--- src/hw/rtl/bscm_pkg.sv ---
package bscm_pkg;

	localparam int unsigned TIME_W     = 32;
	localparam int unsigned CIRC_W     = 14;
	localparam int unsigned SPEED_W    = 12;
	localparam int unsigned CAD_W      = 10;
	localparam int unsigned COUNT_W    = 32;
	localparam int unsigned CMD_W      = 2;
	localparam int unsigned CFG_IDX_W  = 1;
	localparam int unsigned CFG_DATA_W = 32;
	localparam int unsigned DIVIDEND_W = 20;
	localparam int unsigned DIVISOR_W  = 32;
	localparam int unsigned DIV_CNT_W  = $clog2(DIVIDEND_W);

	localparam logic [CMD_W-1:0] CMD_WHEEL = 2'd0;
	localparam logic [CMD_W-1:0] CMD_PEDAL = 2'd1;
	localparam logic [CMD_W-1:0] CMD_TICK  = 2'd2;
	localparam logic [CMD_W-1:0] CMD_TRIP  = 2'd3;

	localparam logic [CFG_IDX_W-1:0] CFG_CIRC = 1'b0;
	localparam logic [CFG_IDX_W-1:0] CFG_ODO  = 1'b1;

	localparam logic [CIRC_W-1:0]     CIRC_RESET    = 14'd2125;
	localparam logic [SPEED_W-1:0]    SPEED_MAX     = 12'd4095;
	localparam logic [CAD_W-1:0]      CAD_MAX       = 10'd1023;
	localparam logic [SPEED_W-1:0]    SPEED_DECAY   = 12'd20;
	localparam logic [CAD_W-1:0]      CAD_DECAY     = 10'd20;
	localparam logic [TIME_W-1:0]     WHEEL_MIN_GAP = 32'd127;
	localparam logic [TIME_W-1:0]     PEDAL_MIN_GAP = 32'd200;
	localparam logic [DIVIDEND_W-1:0] CAD_SCALE     = 20'd60000;
	localparam logic [COUNT_W-1:0]    TICK_MS       = 32'd1000;

	typedef struct packed {
		logic                  start;
		logic [DIVIDEND_W-1:0] dividend;
		logic [DIVISOR_W-1:0]  divisor;
	} div_req_t;

endpackage

--- src/hw/rtl/bscm_if.sv ---
interface bscm_item_if import bscm_pkg::*; ();
	logic              valid;
	logic              ready;
	logic [CMD_W-1:0]  cmd;
	logic [TIME_W-1:0] time_ms;

	modport source (output valid, cmd, time_ms, input ready);
	modport sink (input valid, cmd, time_ms, output ready);
endinterface

interface bscm_result_if import bscm_pkg::*; ();
	logic               valid;
	logic               ready;
	logic [SPEED_W-1:0] speed_tenths;
	logic [SPEED_W-1:0] max_speed_tenths;
	logic [CAD_W-1:0]   cadence_rpm;
	logic [COUNT_W-1:0] trip_revs;
	logic [COUNT_W-1:0] odometer_revs;
	logic [COUNT_W-1:0] ride_ms;
	logic               moving;

	modport source (output valid, speed_tenths, max_speed_tenths, cadence_rpm, trip_revs,
		odometer_revs, ride_ms, moving, input ready);
	modport sink (input valid, speed_tenths, max_speed_tenths, cadence_rpm, trip_revs,
		odometer_revs, ride_ms, moving, output ready);
endinterface

interface bscm_cfg_if import bscm_pkg::*; ();
	logic                  valid;
	logic                  ready;
	logic [CFG_IDX_W-1:0]  index;
	logic [CFG_DATA_W-1:0] data;

	modport source (output valid, index, data, input ready);
	modport sink (input valid, index, data, output ready);
endinterface

--- src/hw/rtl/bscm_div.sv ---
module bscm_div import bscm_pkg::*; (
	input  logic                  clk,
	input  logic                  arst_n,
	input  div_req_t              req,
	output logic                  done,
	output logic [DIVIDEND_W-1:0] quot
);

	logic                  busy_q;
	logic                  done_q;
	logic [DIV_CNT_W-1:0]  cnt_q;
	logic [DIVIDEND_W-1:0] num_q;
	logic [DIVIDEND_W-1:0] rem_q;
	logic [DIVIDEND_W-1:0] quot_q;
	logic [DIVISOR_W-1:0]  den_q;

	logic [DIVIDEND_W-1:0] rem_sh;
	logic                  fits;

	assign rem_sh = {rem_q[DIVIDEND_W-2:0], num_q[DIVIDEND_W-1]};
	assign fits   = {{(DIVISOR_W-DIVIDEND_W){1'b0}}, rem_sh} >= den_q;

	always_ff @(posedge clk or negedge arst_n) begin
		if (!arst_n) begin
			busy_q <= 1'b0;
			done_q <= 1'b0;
			cnt_q  <= '0;
		end else begin
			done_q <= 1'b0;
			if (req.start) begin
				busy_q <= 1'b1;
				cnt_q  <= DIV_CNT_W'(DIVIDEND_W - 1);
			end else if (busy_q) begin
				cnt_q <= cnt_q - 1'b1;
				if (cnt_q == '0) begin
					busy_q <= 1'b0;
					done_q <= 1'b1;
				end
			end
		end
	end

	always_ff @(posedge clk) begin
		if (req.start) begin
			num_q  <= req.dividend;
			den_q  <= req.divisor;
			rem_q  <= '0;
			quot_q <= '0;
		end else if (busy_q) begin
			num_q  <= {num_q[DIVIDEND_W-2:0], 1'b0};
			rem_q  <= fits ? (rem_sh - den_q[DIVIDEND_W-1:0]) : rem_sh;
			quot_q <= {quot_q[DIVIDEND_W-2:0], fits};
		end
	end

	assign done = done_q;
	assign quot = quot_q;

endmodule

--- src/hw/rtl/bike_speed_cadence_meter.sv ---
// channel | dir | beat contents
// item    | in  | cmd, time_ms
// result  | out | speed_tenths, max_speed_tenths, cadence_rpm, trip_revs,
//         |     | odometer_revs, ride_ms, moving
// cfg     | in  | index (0 circumference, 1 odometer preset), data
//
// One item at a time: accept, a decode state, then none, one or two runs of the
// shared restoring divider; a done state loads the result register once output is free.
// Trip reset and ignored pulses need no divider run; wheel and pedal one; a tick up to two.
// Each run forms the 20 quotient bits one at a time; a registered done hands them back.
// Reset clears meter state, loads circumference 2125 and odometer 0; no clearing pass.
// A result waits in its register; the next item is taken while it is stalled.
module bike_speed_cadence_meter import bscm_pkg::*; (
	input  logic         clk,
	input  logic         arst_n,
	bscm_item_if.sink    item,
	bscm_result_if.source result,
	bscm_cfg_if.sink     cfg
);

	localparam logic [2:0] ST_IDLE    = 3'd0;
	localparam logic [2:0] ST_DECODE  = 3'd1;
	localparam logic [2:0] ST_DIV_SPD = 3'd2;
	localparam logic [2:0] ST_DIV_CAD = 3'd3;
	localparam logic [2:0] ST_DONE    = 3'd4;

	logic [2:0]         state_q;
	logic [CMD_W-1:0]   cmd_q;
	logic [TIME_W-1:0]  t_q;
	logic [CIRC_W-1:0]  circ_q;
	logic               run_q;
	logic [SPEED_W-1:0] speed_q;
	logic [SPEED_W-1:0] max_q;
	logic [CAD_W-1:0]   cadence_q;
	logic [TIME_W-1:0]  wlast_q;
	logic [TIME_W-1:0]  plast_q;
	logic [COUNT_W-1:0] trip_q;
	logic [COUNT_W-1:0] odo_q;
	logic [COUNT_W-1:0] ride_q;
	logic               out_valid_q;

	logic [TIME_W-1:0]     wgap;
	logic [TIME_W-1:0]     pgap;
	logic [TIME_W-1:0]     wgap_nz;
	logic [TIME_W-1:0]     pgap_nz;
	logic [DIVIDEND_W-1:0] circ36;
	logic                  spd_low;
	logic                  cad_low;
	logic                  div_done;
	logic [DIVIDEND_W-1:0] div_quot;
	logic [SPEED_W-1:0]    spd_sat;
	logic [CAD_W-1:0]      cad_sat;
	logic                  out_free;
	div_req_t              div_req;

	assign wgap    = t_q - wlast_q;
	assign pgap    = t_q - plast_q;
	assign wgap_nz = (wgap == '0) ? TIME_W'(1) : wgap;
	assign pgap_nz = (pgap == '0) ? TIME_W'(1) : pgap;
	assign circ36  = {1'b0, circ_q, 5'b0} + {4'b0, circ_q, 2'b0};
	assign spd_low = speed_q < SPEED_DECAY;
	assign cad_low = cadence_q < CAD_DECAY;
	assign spd_sat = (div_quot > {{(DIVIDEND_W-SPEED_W){1'b0}}, SPEED_MAX}) ?
		SPEED_MAX : div_quot[SPEED_W-1:0];
	assign cad_sat = (div_quot > {{(DIVIDEND_W-CAD_W){1'b0}}, CAD_MAX}) ?
		CAD_MAX : div_quot[CAD_W-1:0];
	assign out_free = !out_valid_q || result.ready;

	always_comb begin
		div_req.start    = 1'b0;
		div_req.dividend = circ36;
		div_req.divisor  = wgap_nz;
		case (state_q)
			ST_DECODE: begin
				case (cmd_q)
					CMD_WHEEL: div_req.start = run_q && (wgap > WHEEL_MIN_GAP);
					CMD_PEDAL: begin
						div_req.start    = pgap > PEDAL_MIN_GAP;
						div_req.dividend = CAD_SCALE;
						div_req.divisor  = pgap_nz;
					end
					CMD_TICK: div_req.start = !spd_low;
					default: div_req.start = 1'b0;
				endcase
			end
			ST_DIV_SPD: begin
				div_req.start    = div_done && (cmd_q == CMD_TICK) && (cadence_q != '0);
				div_req.dividend = CAD_SCALE;
				div_req.divisor  = pgap_nz;
			end
			default: div_req.start = 1'b0;
		endcase
	end

	bscm_div u_div (
		.clk    (clk),
		.arst_n (arst_n),
		.req    (div_req),
		.done   (div_done),
		.quot   (div_quot)
	);

	always_ff @(posedge clk or negedge arst_n) begin
		if (!arst_n) begin
			state_q     <= ST_IDLE;
			cmd_q       <= CMD_WHEEL;
			t_q         <= '0;
			circ_q      <= CIRC_RESET;
			run_q       <= 1'b0;
			speed_q     <= '0;
			max_q       <= '0;
			cadence_q   <= '0;
			wlast_q     <= '0;
			plast_q     <= '0;
			trip_q      <= '0;
			odo_q       <= '0;
			ride_q      <= '0;
			out_valid_q <= 1'b0;
		end else begin
			if (result.valid && result.ready)
				out_valid_q <= 1'b0;
			if (cfg.valid && cfg.ready) begin
				case (cfg.index)
					CFG_CIRC: circ_q <= cfg.data[CIRC_W-1:0];
					CFG_ODO:  odo_q  <= cfg.data;
					default:  circ_q <= circ_q;
				endcase
			end
			case (state_q)
				ST_IDLE: begin
					if (item.valid && item.ready) begin
						cmd_q   <= item.cmd;
						t_q     <= item.time_ms;
						state_q <= ST_DECODE;
					end
				end
				ST_DECODE: begin
					state_q <= ST_DONE;
					case (cmd_q)
						CMD_WHEEL: begin
							if (!run_q) begin
								speed_q <= SPEED_W'(1);
								wlast_q <= t_q;
								run_q   <= 1'b1;
							end else if (div_req.start) begin
								state_q <= ST_DIV_SPD;
							end
						end
						CMD_PEDAL: begin
							if (div_req.start)
								state_q <= ST_DIV_CAD;
						end
						CMD_TICK: begin
							if (spd_low || cad_low)
								cadence_q <= '0;
							if (run_q)
								ride_q <= ride_q + TICK_MS;
							if (spd_low) begin
								speed_q <= '0;
								run_q   <= 1'b0;
							end else begin
								state_q <= ST_DIV_SPD;
							end
						end
						default: begin
							trip_q <= '0;
							max_q  <= '0;
							ride_q <= '0;
						end
					endcase
				end
				ST_DIV_SPD: begin
					if (div_done) begin
						speed_q <= spd_sat;
						if (cmd_q == CMD_WHEEL) begin
							if (spd_sat > max_q)
								max_q <= spd_sat;
							trip_q  <= trip_q + 1'b1;
							odo_q   <= odo_q + 1'b1;
							wlast_q <= t_q;
							state_q <= ST_DONE;
						end else if (div_req.start) begin
							state_q <= ST_DIV_CAD;
						end else begin
							state_q <= ST_DONE;
						end
					end
				end
				ST_DIV_CAD: begin
					if (div_done) begin
						cadence_q <= cad_sat;
						if (cmd_q == CMD_PEDAL)
							plast_q <= t_q;
						state_q <= ST_DONE;
					end
				end
				ST_DONE: begin
					if (out_free) begin
						out_valid_q <= 1'b1;
						state_q     <= ST_IDLE;
					end
				end
				default: state_q <= ST_IDLE;
			endcase
		end
	end

	always_ff @(posedge clk) begin
		if (state_q == ST_DONE && out_free) begin
			result.speed_tenths     <= speed_q;
			result.max_speed_tenths <= max_q;
			result.cadence_rpm      <= cadence_q;
			result.trip_revs        <= trip_q;
			result.odometer_revs    <= odo_q;
			result.ride_ms          <= ride_q;
			result.moving           <= run_q;
		end
	end

	assign item.ready   = state_q == ST_IDLE;
	assign result.valid = out_valid_q;
	assign cfg.ready    = 1'b1;

`ifndef NO_ASSERTIONS
	a_busy_after_accept: assert property (@(posedge clk) disable iff (!arst_n)
		(item.valid && item.ready) |=> !item.ready)
		else $error("item taken while a beat is in progress");

	a_stopped_no_speed: assert property (@(posedge clk) disable iff (!arst_n)
		!run_q |-> (speed_q == '0))
		else $error("speed held while stopped");

	a_result_from_done: assert property (@(posedge clk) disable iff (!arst_n)
		$rose(result.valid) |-> $past(state_q == ST_DONE))
		else $error("result raised outside completion");
`endif

endmodule

--- src/flat_wrapper.sv ---
// flat-port wrapper written by rule: the top's interface ports become plain ports
module bike_speed_cadence_meter_flat import bscm_pkg::*;
  (clk, arst_n, item_valid, item_cmd, item_time_ms, item_ready, result_valid, result_speed_tenths, result_max_speed_tenths, result_cadence_rpm, result_trip_revs, result_odometer_revs, result_ride_ms, result_moving, result_ready, cfg_valid, cfg_index, cfg_data, cfg_ready);
  bscm_item_if item_i ();
  bscm_result_if result_i ();
  bscm_cfg_if cfg_i ();
  input  logic clk;
  input  logic arst_n;
  input wire logic [$bits(item_i.valid)-1:0] item_valid;
  input wire logic [$bits(item_i.cmd)-1:0] item_cmd;
  input wire logic [$bits(item_i.time_ms)-1:0] item_time_ms;
  output wire logic [$bits(item_i.ready)-1:0] item_ready;
  output wire logic [$bits(result_i.valid)-1:0] result_valid;
  output wire logic [$bits(result_i.speed_tenths)-1:0] result_speed_tenths;
  output wire logic [$bits(result_i.max_speed_tenths)-1:0] result_max_speed_tenths;
  output wire logic [$bits(result_i.cadence_rpm)-1:0] result_cadence_rpm;
  output wire logic [$bits(result_i.trip_revs)-1:0] result_trip_revs;
  output wire logic [$bits(result_i.odometer_revs)-1:0] result_odometer_revs;
  output wire logic [$bits(result_i.ride_ms)-1:0] result_ride_ms;
  output wire logic [$bits(result_i.moving)-1:0] result_moving;
  input wire logic [$bits(result_i.ready)-1:0] result_ready;
  input wire logic [$bits(cfg_i.valid)-1:0] cfg_valid;
  input wire logic [$bits(cfg_i.index)-1:0] cfg_index;
  input wire logic [$bits(cfg_i.data)-1:0] cfg_data;
  output wire logic [$bits(cfg_i.ready)-1:0] cfg_ready;
  assign item_i.valid = item_valid;
  assign item_i.cmd = item_cmd;
  assign item_i.time_ms = item_time_ms;
  assign item_ready = item_i.ready;
  assign result_valid = result_i.valid;
  assign result_speed_tenths = result_i.speed_tenths;
  assign result_max_speed_tenths = result_i.max_speed_tenths;
  assign result_cadence_rpm = result_i.cadence_rpm;
  assign result_trip_revs = result_i.trip_revs;
  assign result_odometer_revs = result_i.odometer_revs;
  assign result_ride_ms = result_i.ride_ms;
  assign result_moving = result_i.moving;
  assign result_i.ready = result_ready;
  assign cfg_i.valid = cfg_valid;
  assign cfg_i.index = cfg_index;
  assign cfg_i.data = cfg_data;
  assign cfg_ready = cfg_i.ready;
  bike_speed_cadence_meter u_core (.clk(clk), .arst_n(arst_n), .item(item_i), .result(result_i), .cfg(cfg_i));
endmodule
--- config.mk ---
export PLATFORM = sky130hd
export DESIGN_NAME = bike_speed_cadence_meter_flat
export DESIGN_NICKNAME = d
export VERILOG_FILES = /design/src/hw/rtl/bscm_pkg.sv /design/src/hw/rtl/bscm_if.sv /design/src/hw/rtl/bscm_div.sv /design/src/hw/rtl/bike_speed_cadence_meter.sv /design/src/flat_wrapper.sv
export SDC_FILE = /design/constraint.sdc
export NUM_CORES = 1
export LEC_CHECK = 0
export ABC_AREA = 0
export ABC_CLOCK_PERIOD_IN_PS = 5820
export BUFFER_PORTS_ARGS = -buffer_cell sky130_fd_sc_hd__buf_2
export CAP_MARGIN = 5
export CORE_MARGIN = 2
export CORE_UTILIZATION = 45
export CTS_BUF_LIST = sky130_fd_sc_hd__clkbuf_8
export DETAILED_ROUTE_END_ITERATION = 16
export GPL_ROUTABILITY_DRIVEN = 0
export HOLD_SLACK_MARGIN = 0.02
export PLACE_DENSITY = 0.72
export SKIP_LAST_GASP = 1
export SYNTH_ARGS = -nofsm -noshare
export SYNTH_HDL_FRONTEND = slang
export SYNTH_SLANG_ARGS = --single-unit
--- constraint.sdc ---
create_clock -name clk -period 5.82 [get_ports clk]
set_input_delay 0.582 -clock clk [delete_from_list [all_inputs] [get_ports clk]]
set_output_delay 0.582 -clock clk [all_outputs]
set_load 0.05 [all_outputs]
; ---- Word level (Yosys, flattened, before mapping)
; Index checks and enable logic that the tools add are counted.
[word_totals]
register_bits = 476
in_bits = 72
[classes]
order_cmp = 8
n_eq_ne = 22
n_reduce_logical = 33
n_bitwise = 2
muxes = 65
add_sub_neg = 8
[op_table]
columns = cell, n
row1 = $mux W32, 15
row2 = $pmux W32 S2, 3
row3 = $pmux W52 S2, 1
row4 = $mux W12, 8
row5 = $pmux W12 S2, 3
row6 = $add A32 B1 Y32 const B, 2
row7 = $logic_not A32 Y1, 2
row8 = $sub A32 B32 Y32, 2
row9 = $mux W52, 1
row10 = $mux W10, 4
row11 = $mux W20, 2
row12 = $add A32 B10 Y32 const B, 1
row13 = $ge A20 B32 Y1, 1
row14 = $gt A32 B7 Y1 const B, 1
row15 = $gt A32 B8 Y1 const B, 1
row16 = $mux W3, 9
row17 = $add A19 B16 Y20, 1
row18 = $gt A20 B10 Y1 const B, 1
row19 = $gt A20 B12 Y1 const B, 1
row20 = $pmux W10 S2, 1
row21 = $mux W19, 1
row22 = $sub A19 B19 Y19, 1
row23 = $ne A2 B1 Y1 const B, 8
row24 = $pmux W3 S5, 1
row25 = 33 further kinds, 67

; ---- Logic depth before layout (Yosys ltp)
; Gate-level depths: netlist of the first run.
[depth]
depth_word = 9
depth_mapped = 16
depth_no_buf = 14

; ---- Modules after synthesis
; From an unflattened synthesis of the first run, not the netlist that was laid out.
[unflattened]
cells_unflattened = 2442
area_unflattened_um2 = 24743.7
[by_module_without_submodules]
columns = module, instances, seq_area_each_um2, area_per_inst_um2, cells_each
row1 = bike_speed_cadence_meter, 1, 9955.8, 19805.2, 1984
row2 = bscm_div, 1, 2517.4, 4938.5, 458

; ---- Least setup slack after synthesis of the first run
; OpenSTA, ideal clock, no wires.
[synth_path]
kind = reg2reg
start = register u_core.out_valid_q, in the netlist u_core.result.valid
end = register u_core.result.cadence_rpm[0] (enable)
t_required_ns = 5.317
setup_slack_ns = 1.570
n_path_buf = 0
t_arrival_ns = 3.747
stages_incl_launch_ff = 3
synth_period_minus_slack_ns = 4.250
setup_time_ns = 0.503
cell_sequence = dfrtp_1 > nand2b_1 > and3_1
[synth_via]
elab_chain_len = 3
[synth_rtl]
columns = element, line
row1 = "start, declared", bike_speed_cadence_meter.sv:40  ; logic out_valid_q;
row2 = "start signal, assigned", bike_speed_cadence_meter.sv:118  ; out_valid_q <= 1'b0;
row3 = "start signal, assigned", bike_speed_cadence_meter.sv:121  ; out_valid_q <= 1'b0;
row4 = "start signal, assigned", bike_speed_cadence_meter.sv:199  ; out_valid_q <= 1'b1;
row5 = $logic_not A1 Y1, bike_speed_cadence_meter.sv:67  ; assign out_free = !out_valid_q || result.ready;
row6 = $logic_or A1 B1 Y1, bike_speed_cadence_meter.sv:67
row7 = $logic_and A1 B1 Y1, bike_speed_cadence_meter.sv:209  ; if (state_q == ST_DONE && out_free) begin
row8 = "end signal, assigned", bike_speed_cadence_meter.sv:212  ; result.cadence_rpm <= cadence_q;
row9 = "end, declared", bscm_if.sv:22  ; modport source (output valid, speed_tenths, max_speed_tenths, cadence_rpm, trip_revs,
; No other way between the ends.
; A chain may end at the register's enable or synchronous reset.

; ---- Worst setup path in the final report of the first run
[layout_path]
start = register u_core.t_q[17]
end = register u_core.u_div.den_q[1] (enable)
[layout_via]
elab_chain_len = 5
[layout_rtl]
columns = element, line
row1 = "start, declared", bike_speed_cadence_meter.sv:29  ; logic [TIME_W-1:0] t_q;
row2 = "start signal, assigned", bike_speed_cadence_meter.sv:133  ; t_q <= item.time_ms;
row3 = $sub A32 B32 Y32, bike_speed_cadence_meter.sv:56  ; assign wgap = t_q - wlast_q;
row4 = $gt A32 B7 Y1, bike_speed_cadence_meter.sv:76  ; CMD_WHEEL: div_req.start = run_q && (wgap > WHEEL_MIN_GAP);
row5 = $logic_and A1 B1 Y1, bike_speed_cadence_meter.sv:76
row6 = $pmux W1 S3 *, bike_speed_cadence_meter.sv:75  ; case (cmd_q)
row7 = $pmux W1 S2 *, bike_speed_cadence_meter.sv:73  ; case (state_q)
row8 = "end signal, assigned", bscm_div.sv:46  ; den_q <= req.divisor;
row9 = "end, declared", bscm_div.sv:15  ; logic [DIVISOR_W-1:0] den_q;
; Every way passes the cells marked *; elsewhere a longest branch is shown, timed or not.

==> flow_metrics.env, run 1 <==
export IMPL_status="complete, no violations"
export IMPL_clock_skew_ns=0.0429
export IMPL_synthArstFlopShare_pct=53.6
export IMPL_grt_max_degree=156
export IMPL_stdcell_count=3366
export IMPL_synth_distinct_cells=88
export IMPL_dr_pass1_iters=6
export IMPL_max_slew_margin_pct=16.2
export IMPL_criticalPathCategory="reg -> reg"
export IMPL_dpl_cell_count=3223
export IMPL_fin_setup_tns_ns=0
export IMPL_critPathLaunch="u_core.t_q[17]$_DFFE_PN0P_"
export IMPL_insertion_delay_ns=0.67
export IMPL_route_detailed_drc=0
export IMPL_globalRouteMet3Util_pct=4.26
export IMPL_place_area_mm2=0.0262
export IMPL_ir_drop_mv=0.356
export IMPL_clk_pin_slew_ns=0.06
export IMPL_ys_ff_latch=468
export IMPL_cp_start_kind="register"
export IMPL_ant_nets=0
export IMPL_coreArea_mm2=0.0539
export IMPL_worst_slew_pin_slew_ns=1.25
export IMPL_grt_total_usage_pct=20.5
export IMPL_synth_largest_area_cell="dfrtp_1"
export IMPL_ctsHoldBuffers=1
export IMPL_ys_warn_count=0
export IMPL_cts_max_level=3
export IMPL_nets=2793
export IMPL_busiest_layer="met2"
export IMPL_num_rows=85
export IMPL_setup_violations=0
export IMPL_vias=19200
export IMPL_power_density_mw_per_mm2=583
export IMPL_cts_setup_buffers=0
export IMPL_dp_hpwl_um=42200
export IMPL_min_period_ns=5.34
export IMPL_rsz0062_at_grt="false"
export IMPL_syn_inst=2409
export IMPL_max_freq_mhz=187
export IMPL_top_level_ports=206
export IMPL_wl_um=58800
export IMPL_worst_endpoint_arrival_ns=5.72
export IMPL_fp_dieArea_mm2=0.0566
export IMPL_total_power_mw=16.2
export IMPL_synthFlopType="dfrtp_1"
export IMPL_post_route_period_util_pct=91.7
export IMPL_drive_gt1_share_pct=17.8
export IMPL_setup_slack_ns=0.481
export IMPL_tritoncts="built"
export IMPL_initial_core_util_pct=45.6
export IMPL_ys_top_cells_by_area="dfrtp_1 25%, edfxtp_1 22%, ha_1 5.6%"
export IMPL_cts_buffers=77
export IMPL_cp_max_fo=66
export IMPL_p_leak_nw=12.0
export IMPL_cts_sinks=468
export IMPL_drv_slew=0
export IMPL_fin_hold_ws_ns=0.133
export IMPL_grt_pass1_vias=18700
export IMPL_min_from="item_time_ms[0]"
export IMPL_cap_viol_max_count=0
export IMPL_cts_root_buffer="clkbuf_8"
export IMPL_die_width_um=238
export IMPL_postLayoutCellArea_mm2=0.0278
export IMPL_ys_seq_area_share_pct=50.4
export IMPL_drt_iter0_drc=1315
export IMPL_post_drt_wl_per_cell_um=17.5
export IMPL_synth_avg_cell_area_um2=10.2
export IMPL_die_h_um=238
export IMPL_grt_overflow_total=0
export IMPL_pre_cts_ws_ns=0.697
export IMPL_synth_edf_count=178
export IMPL_hold_violations=0
export IMPL_grt_first_pass_wirelength_um=94600
export IMPL_antenna_found_initial=1
export IMPL_port_buffers=201
export IMPL_use_met1_pct=26.6
export IMPL_post_route_util_pct=51.5
export IMPL_r2r_start="u_core.t_q[17]$_DFFE_PN0P_"
export IMPL_grt_util_met2_pct=34.2
export IMPL_synth_top_area_share_pct=25.0
export IMPL_avgViaCountPerCell=5.71
export IMPL_cts_buffer_depth=3
export IMPL_min_path_type="in -> reg"
export IMPL_syn_area_mm2=0.0246
export IMPL_required_ns=6.21
export IMPL_cts_resized=0
export IMPL_areaGrowthSynthToFinish_pct=13.0
export IMPL_endpoint_kind="register"
## placed cells by master (no fill, tap or decap), types with 28 or more instances in the layout
cell | Yosys | final
and3_1 | 34 | 32
edfxtp_1 | 178 | 178
a21o_1 | 40 | 40
a21oi_1 | 141 | 141
inv_1 | 129 | 144
nand4_1 | 38 | 38
nor2_1 | 226 | 226
nor3_1 | 48 | 47
mux2i_1 | 28 | 28
dfxtp_1 | 39 | 39
a211oi_1 | 39 | 39
nand3_1 | 62 | 62
dfrtp_1 | 246 | 245
xnor2_1 | 41 | 41
o21ai_0 | 160 | 159
buf_2 | 15 | 200
nand2_1 | 214 | 214
xor2_1 | 70 | 70
mux2_2 | 93 | 93
ha_1 | 110 | 110
clkbuf_8 | 0 | 91
## cells by family after synthesis
group | count (synthesis) | share of synthesized area (%)
flops | 468 | 50.4
xor+xnor | 111 | 3.95
buf+inv | 230 | 3.68
mux | 131 | 6.01
fa+ha+maj | 114 | 5.92
simple gates | 781 | 15.1
compound gates | 572 | 14.8
other cells | 2 | 0.0305
## cell usage after synthesis (28+ instances only)
cell / number
a211oi_1: 39
xor2_1: 70
xnor2_1: 41
dfrtp_1: 246
mux2_2: 93
ha_1: 110
nand4_1: 38
nand3_1: 62
inv_1: 129
nor2_1: 226
and3_1: 34
mux2i_1: 28
o21ai_0: 160
a21oi_1: 141
a21o_1: 40
edfxtp_1: 178
nor3_1: 48
nand2_1: 214
dfxtp_1: 39
clkbuf_1: 74
## area by class of cell
class	instances	area, um2
antenna	1	2.50
clock buffer	91	1250
clock inverter	50	299
fill	4795	26100
inverter	129	484
multi-input combinational	1713	11300
sequential	468	12400
tap	696	871
timing repair buffer	218	1160
## critical path, cell delays in order, from the launching register on
cell	delay, ns
dfrtp_1	0.44
ha_1	0.54
nand4_1	0.29
nor4_1	0.38
o21ai_0	0.32
o2111a_1	0.28
a211o_1	0.32
a211oi_1	0.33
o211ai_1	0.30
o211a_1	0.30
a41oi_2	0.49
nand2_4	0.59
buf_4	0.46
## worst paths after layout
check / endpoint / slack (ns) / cells after the start
setup reg to reg: u_core.u_div.den_q[1]$_DFFE_PN_ / 0.48 / 12
hold reg to reg: u_core.result.max_speed_tenths[2]$_DFFE_PP_ / 0.44 / 0
setup / recovery: u_core.u_div.den_q[1]$_DFFE_PN_ / 0.48 / 12
min in group asynchronous: u_core.t_q[26]$_DFFE_PN0P_ / 0.54 / 2
hold / removal: u_core.t_q[0]$_DFFE_PN0P_ / 0.13 / 3
max in group asynchronous: u_core.u_div.busy_q$_DFF_PN0_ / 3.91 / 3
## metal layers
| layer | vias to the layer above | wire (um) |
|---|---|---|
| li1 | 9114 | - |
| met5 | - | 0 |
| met2 | 698 | 27900 |
| met1 | 9268 | 25300 |
| met3 | 153 | 3910 |
| met4 | 0 | 1720 |
## where the power goes
part	switching [mW]	internal (mW)	total, mW
sequential	0.572	4.47	5.04
clock	1.35	1.53	2.88
combinational	5.24	3.04	8.28
total	7.16	9.03	16.2
## flip-flops by register name, indices dropped and copies added, names as in the netlist, 3 cells and up
name,cells
u_core.cadence_q,10
u_core.circ_q,14
u_core.max_q,12
u_core.odo_q,32
u_core.plast_q,32
u_core.result.cadence_rpm,10
u_core.result.max_speed_tenths,12
u_core.result.odometer_revs,32
u_core.result.ride_ms,29
u_core.result.speed_tenths,12
u_core.result.trip_revs,32
u_core.ride_q,29
u_core.speed_q,12
u_core.state_q,3
u_core.t_q,32
u_core.trip_q,32
u_core.u_div.cnt_q,5
u_core.u_div.den_q,32
u_core.u_div.num_q,18
u_core.u_div.quot,20
u_core.u_div.rem_q,19
u_core.wlast_q,32
(Power assumes the default switching activity.)
==> inputs of run 2 (changes only) <==
--- a/config.mk
+++ b/config.mk
@@ -19,4 +19,5 @@
 export SKIP_LAST_GASP = 1
 export SYNTH_ARGS = -nofsm -noshare
 export SYNTH_HDL_FRONTEND = slang
+export SYNTH_HIERARCHICAL = 1
 export SYNTH_SLANG_ARGS = --single-unit
==> flow_metrics.env, run 2 <==
export IMPL_cts_max_level=3
export IMPL_cap_viol_max_count=0
export IMPL_synth_top_cells_by_count="293 x nand2_1, 246 x dfrtp_1, 220 x nor2_1, 180 x edfxtp_1, 169 x o21ai_0"
export IMPL_fill_cells=4840
export IMPL_synth_top_area_share_pct=24.9
export IMPL_wl_met2_um=27900
export IMPL_drt_iter0_drc=1386
export IMPL_dp_hpwl_um=43300
export IMPL_ir_drop_mv=0.369
export IMPL_cts_buffers=78
export IMPL_r2r_start="u_core/t_q[0]$_DFFE_PN0P_"
export IMPL_max_freq_mhz=216
export IMPL_fin_setup_tns_ns=0
export IMPL_wl_um=59400
export IMPL_setup_violations=0
export IMPL_cts_sinks=470
export IMPL_vias=19200
export IMPL_reg2regPathDepth=16
export IMPL_dr_pass1_iters=5
export IMPL_coreArea_mm2=0.0541
export IMPL_cts_buffer_depth=3
export IMPL_power_density_mw_per_mm2=571
export IMPL_cp_slowest_stage_delay_ns=0.56
export IMPL_fp_dieArea_mm2=0.0569
export IMPL_r2r_slack_ns=1.19
export IMPL_port_buffers=201
export IMPL_worst_slew_pin_slew_ns=1.24
export IMPL_required_ns=6.37
export IMPL_min_period_ns=4.63
export IMPL_final_common_cell="nand2_1"
export IMPL_top_level_ports=206
export IMPL_wl_met3_um=3460
export IMPL_areaGrowthSynthToFinish_pct=13.0
export IMPL_ys_warn_count=6
export IMPL_synthFlopType="dfrtp_1"
export IMPL_post_route_period_util_pct=79.6
export IMPL_slowest_stage="buf_4"
export IMPL_path_buf_inv=2
export IMPL_antenna_found_initial=2
export IMPL_drv_slew=0
export IMPL_cts_setup_buffers=0
export IMPL_synthArstFlopShare_pct=53.4
export IMPL_grt_first_pass_wirelength_um=95600
export IMPL_ys_seq_area_share_pct=50.4
export IMPL_hold_violations=0
export IMPL_post_drt_wl_per_cell_um=17.5
export IMPL_cts_root_buffer="clkbuf_8"
export IMPL_avgViaCountPerCell=5.66
export IMPL_tritoncts="built"
export IMPL_criticalPathCategory="reg -> reg"
export IMPL_min_from="cfg_data[6]"
export IMPL_syn_area_mm2=0.0247
export IMPL_endpoint_kind="register"
export IMPL_status="complete, no violations"
export IMPL_initial_core_util_pct=45.7
export IMPL_die_width_um=238
export IMPL_synth_distinct_cells=103
export IMPL_ys_ff_latch=470
export IMPL_min_to="u_core/circ_q[6]$_DFFE_PN1P_"
export IMPL_grt_total_usage_pct=20.7
export IMPL_synth_avg_cell_area_um2=10.1
export IMPL_clock_skew_ns=0.0237
export IMPL_route_detailed_drc=0
export IMPL_die_h_um=238
export IMPL_crit_family="compound AO/OA/AOI/OAI gates"
export IMPL_wl_met1_um=26200
export IMPL_grt_pass1_vias=18800
export IMPL_min_path_cells=3
export IMPL_grt_max_degree=139
export IMPL_max_slew_margin_pct=17.2
export IMPL_ctsHoldBuffers=1
export IMPL_synth_largest_area_cell="dfrtp_1"
export IMPL_path_cells="inv_1, ha_1, fa_1, nand2b_1, a21oi_1, o21ai_0, o211ai_1, a21oi_1, o21ai_0, xnor2_1, nor4bb_1, a31oi_1, a21o_4, buf_4, o31ai_1, a31o_2"
export IMPL_p_leak_nw=12.0
export IMPL_cp_max_fo=52
export IMPL_worst_endpoint_arrival_ns=5.19
export IMPL_cp_start_kind="register"
export IMPL_r2r_end="u_core/u_div/rem_q[13]$_SDFFE_PP0P_"
export IMPL_syn_inst=2442
export IMPL_grt_overflow_total=0
export IMPL_clk_pin_slew_ns=0.06
export IMPL_num_rows=85
export IMPL_ant_nets=0
export IMPL_synth_most_common_cell="nand2_1"
export IMPL_final_cell_mix="293 x nand2_1, 245 x dfrtp_1, 219 x nor2_1"
export IMPL_rsz0062_at_grt="false"
export IMPL_top_layer_used="met4"
export IMPL_min_path_type="in -> reg"
export IMPL_ys_top_cells_by_area="dfrtp_1 25%, edfxtp_1 22%, ha_1 5.6%"
export IMPL_synth_edf_count=180
export IMPL_insertion_delay_ns=0.68
export IMPL_cts_resized=0
export IMPL_drive_gt1_share_pct=17.0
export IMPL_post_route_util_pct=51.7
export IMPL_nets=2826
-- run 2: cell type report --
class / count / area [um2] / area share [%]
multi-input combinational: 1731 / 11300 / 40.5
timing repair buffer: 212 / 1110 / 3.98
tap: 696 / 871 / 3.11
antenna: 2 / 5.00 / 0.0179
clock inverter: 56 / 419 / 1.50
inverter: 147 / 552 / 1.97
clock buffer: 88 / 1210 / 4.33
sequential: 470 / 12500 / 44.6
-- run 2: report_power, final --
group          total, mW  switching [mW]  internal [mW]
sequential          4.99           0.546           4.44
clock               3.00            1.37           1.64
combinational       7.97            5.05           2.92
total               16.0            6.96           9.00
-- run 2: logic make-up (layout without fill, tap and decap cells) --
family | after synthesis | after routing | share of synthesized area, %
multiplexers | 131 | 131 | 5.74
AO/OA/AOI/OAI | 550 | 550 | 14.3
flip-flops | 470 | 470 | 50.4
buffers and inverters | 245 | 503 | 3.98
AND/OR/NAND/NOR | 808 | 808 | 15.3
other | 2 | 8 | 0.0304
adder cells (fa/ha/maj) | 114 | 114 | 5.89
XOR/XNOR | 122 | 122 | 4.32
-- run 2: how the worst max path moves through the flow --
stage	start	to	slack [ns]	cells after the start
2_1_floorplan	u_core/t_q[0]$_DFFE_PN0P_	u_core/u_div/num_q[0]$_SDFFCE_PN0P_	1.19	17
3_3_place_gp	u_core/t_q[0]$_DFFE_PN0P_	u_core/u_div/rem_q[13]$_SDFFE_PP0P_	1.46	16
3_5_place_dp	u_core/t_q[0]$_DFFE_PN0P_	u_core/u_div/rem_q[13]$_SDFFE_PP0P_	1.21	16
4_1_cts	u_core/t_q[0]$_DFFE_PN0P_	u_core/u_div/rem_q[13]$_SDFFE_PP0P_	1.19	16
5_1_grt	u_core/t_q[0]$_DFFE_PN0P_	u_core/u_div/rem_q[13]$_SDFFE_PP0P_	0.83	16
6_report	u_core/t_q[0]$_DFFE_PN0P_	u_core/u_div/rem_q[13]$_SDFFE_PP0P_	1.19	16
-- run 2: stage by stage --
step / worst slack [ns] / cell area, um2 / instances / power (mW) / hold slack [ns]
after floorplan: 1.19 / 24800 / 2446 / 10.9 / 0.286
after global placement: 1.46 / 26300 / 3255 / 12.6 / 0.436
after detailed placement: 1.21 / 26300 / 3255 / 12.8 / 0.433
after CTS: 1.19 / 28000 / 3400 / 15.9 / 0.0509
after global routing: 0.827 / 28000 / 3402 / 17.0 / 0.0799
final: 1.19 / 28000 / 3402 / 16.0 / 0.107
-- run 2: layer usage --
layer	global-route usage (%)	vias to the layer above
met5	0	-
met4	7.39	0
met3	3.95	161
met2	34.0	696
met1	27.4	9260
li1	-	9130
-- run 2: worst reg2reg max path, stage by stage, from the launching register on --
cell      delay, ns
dfrtp_1        0.34
inv_1          0.08
ha_1           0.23
fa_1           0.40
nand2b_1       0.18
a21oi_1        0.25
o21ai_0        0.20
o211ai_1       0.44
a21oi_1        0.18
o21ai_0        0.25
xnor2_1        0.11
nor4bb_1       0.15
a31oi_1        0.25
a21o_4         0.48
buf_4          0.56
o31ai_1        0.19
a31o_2         0.24
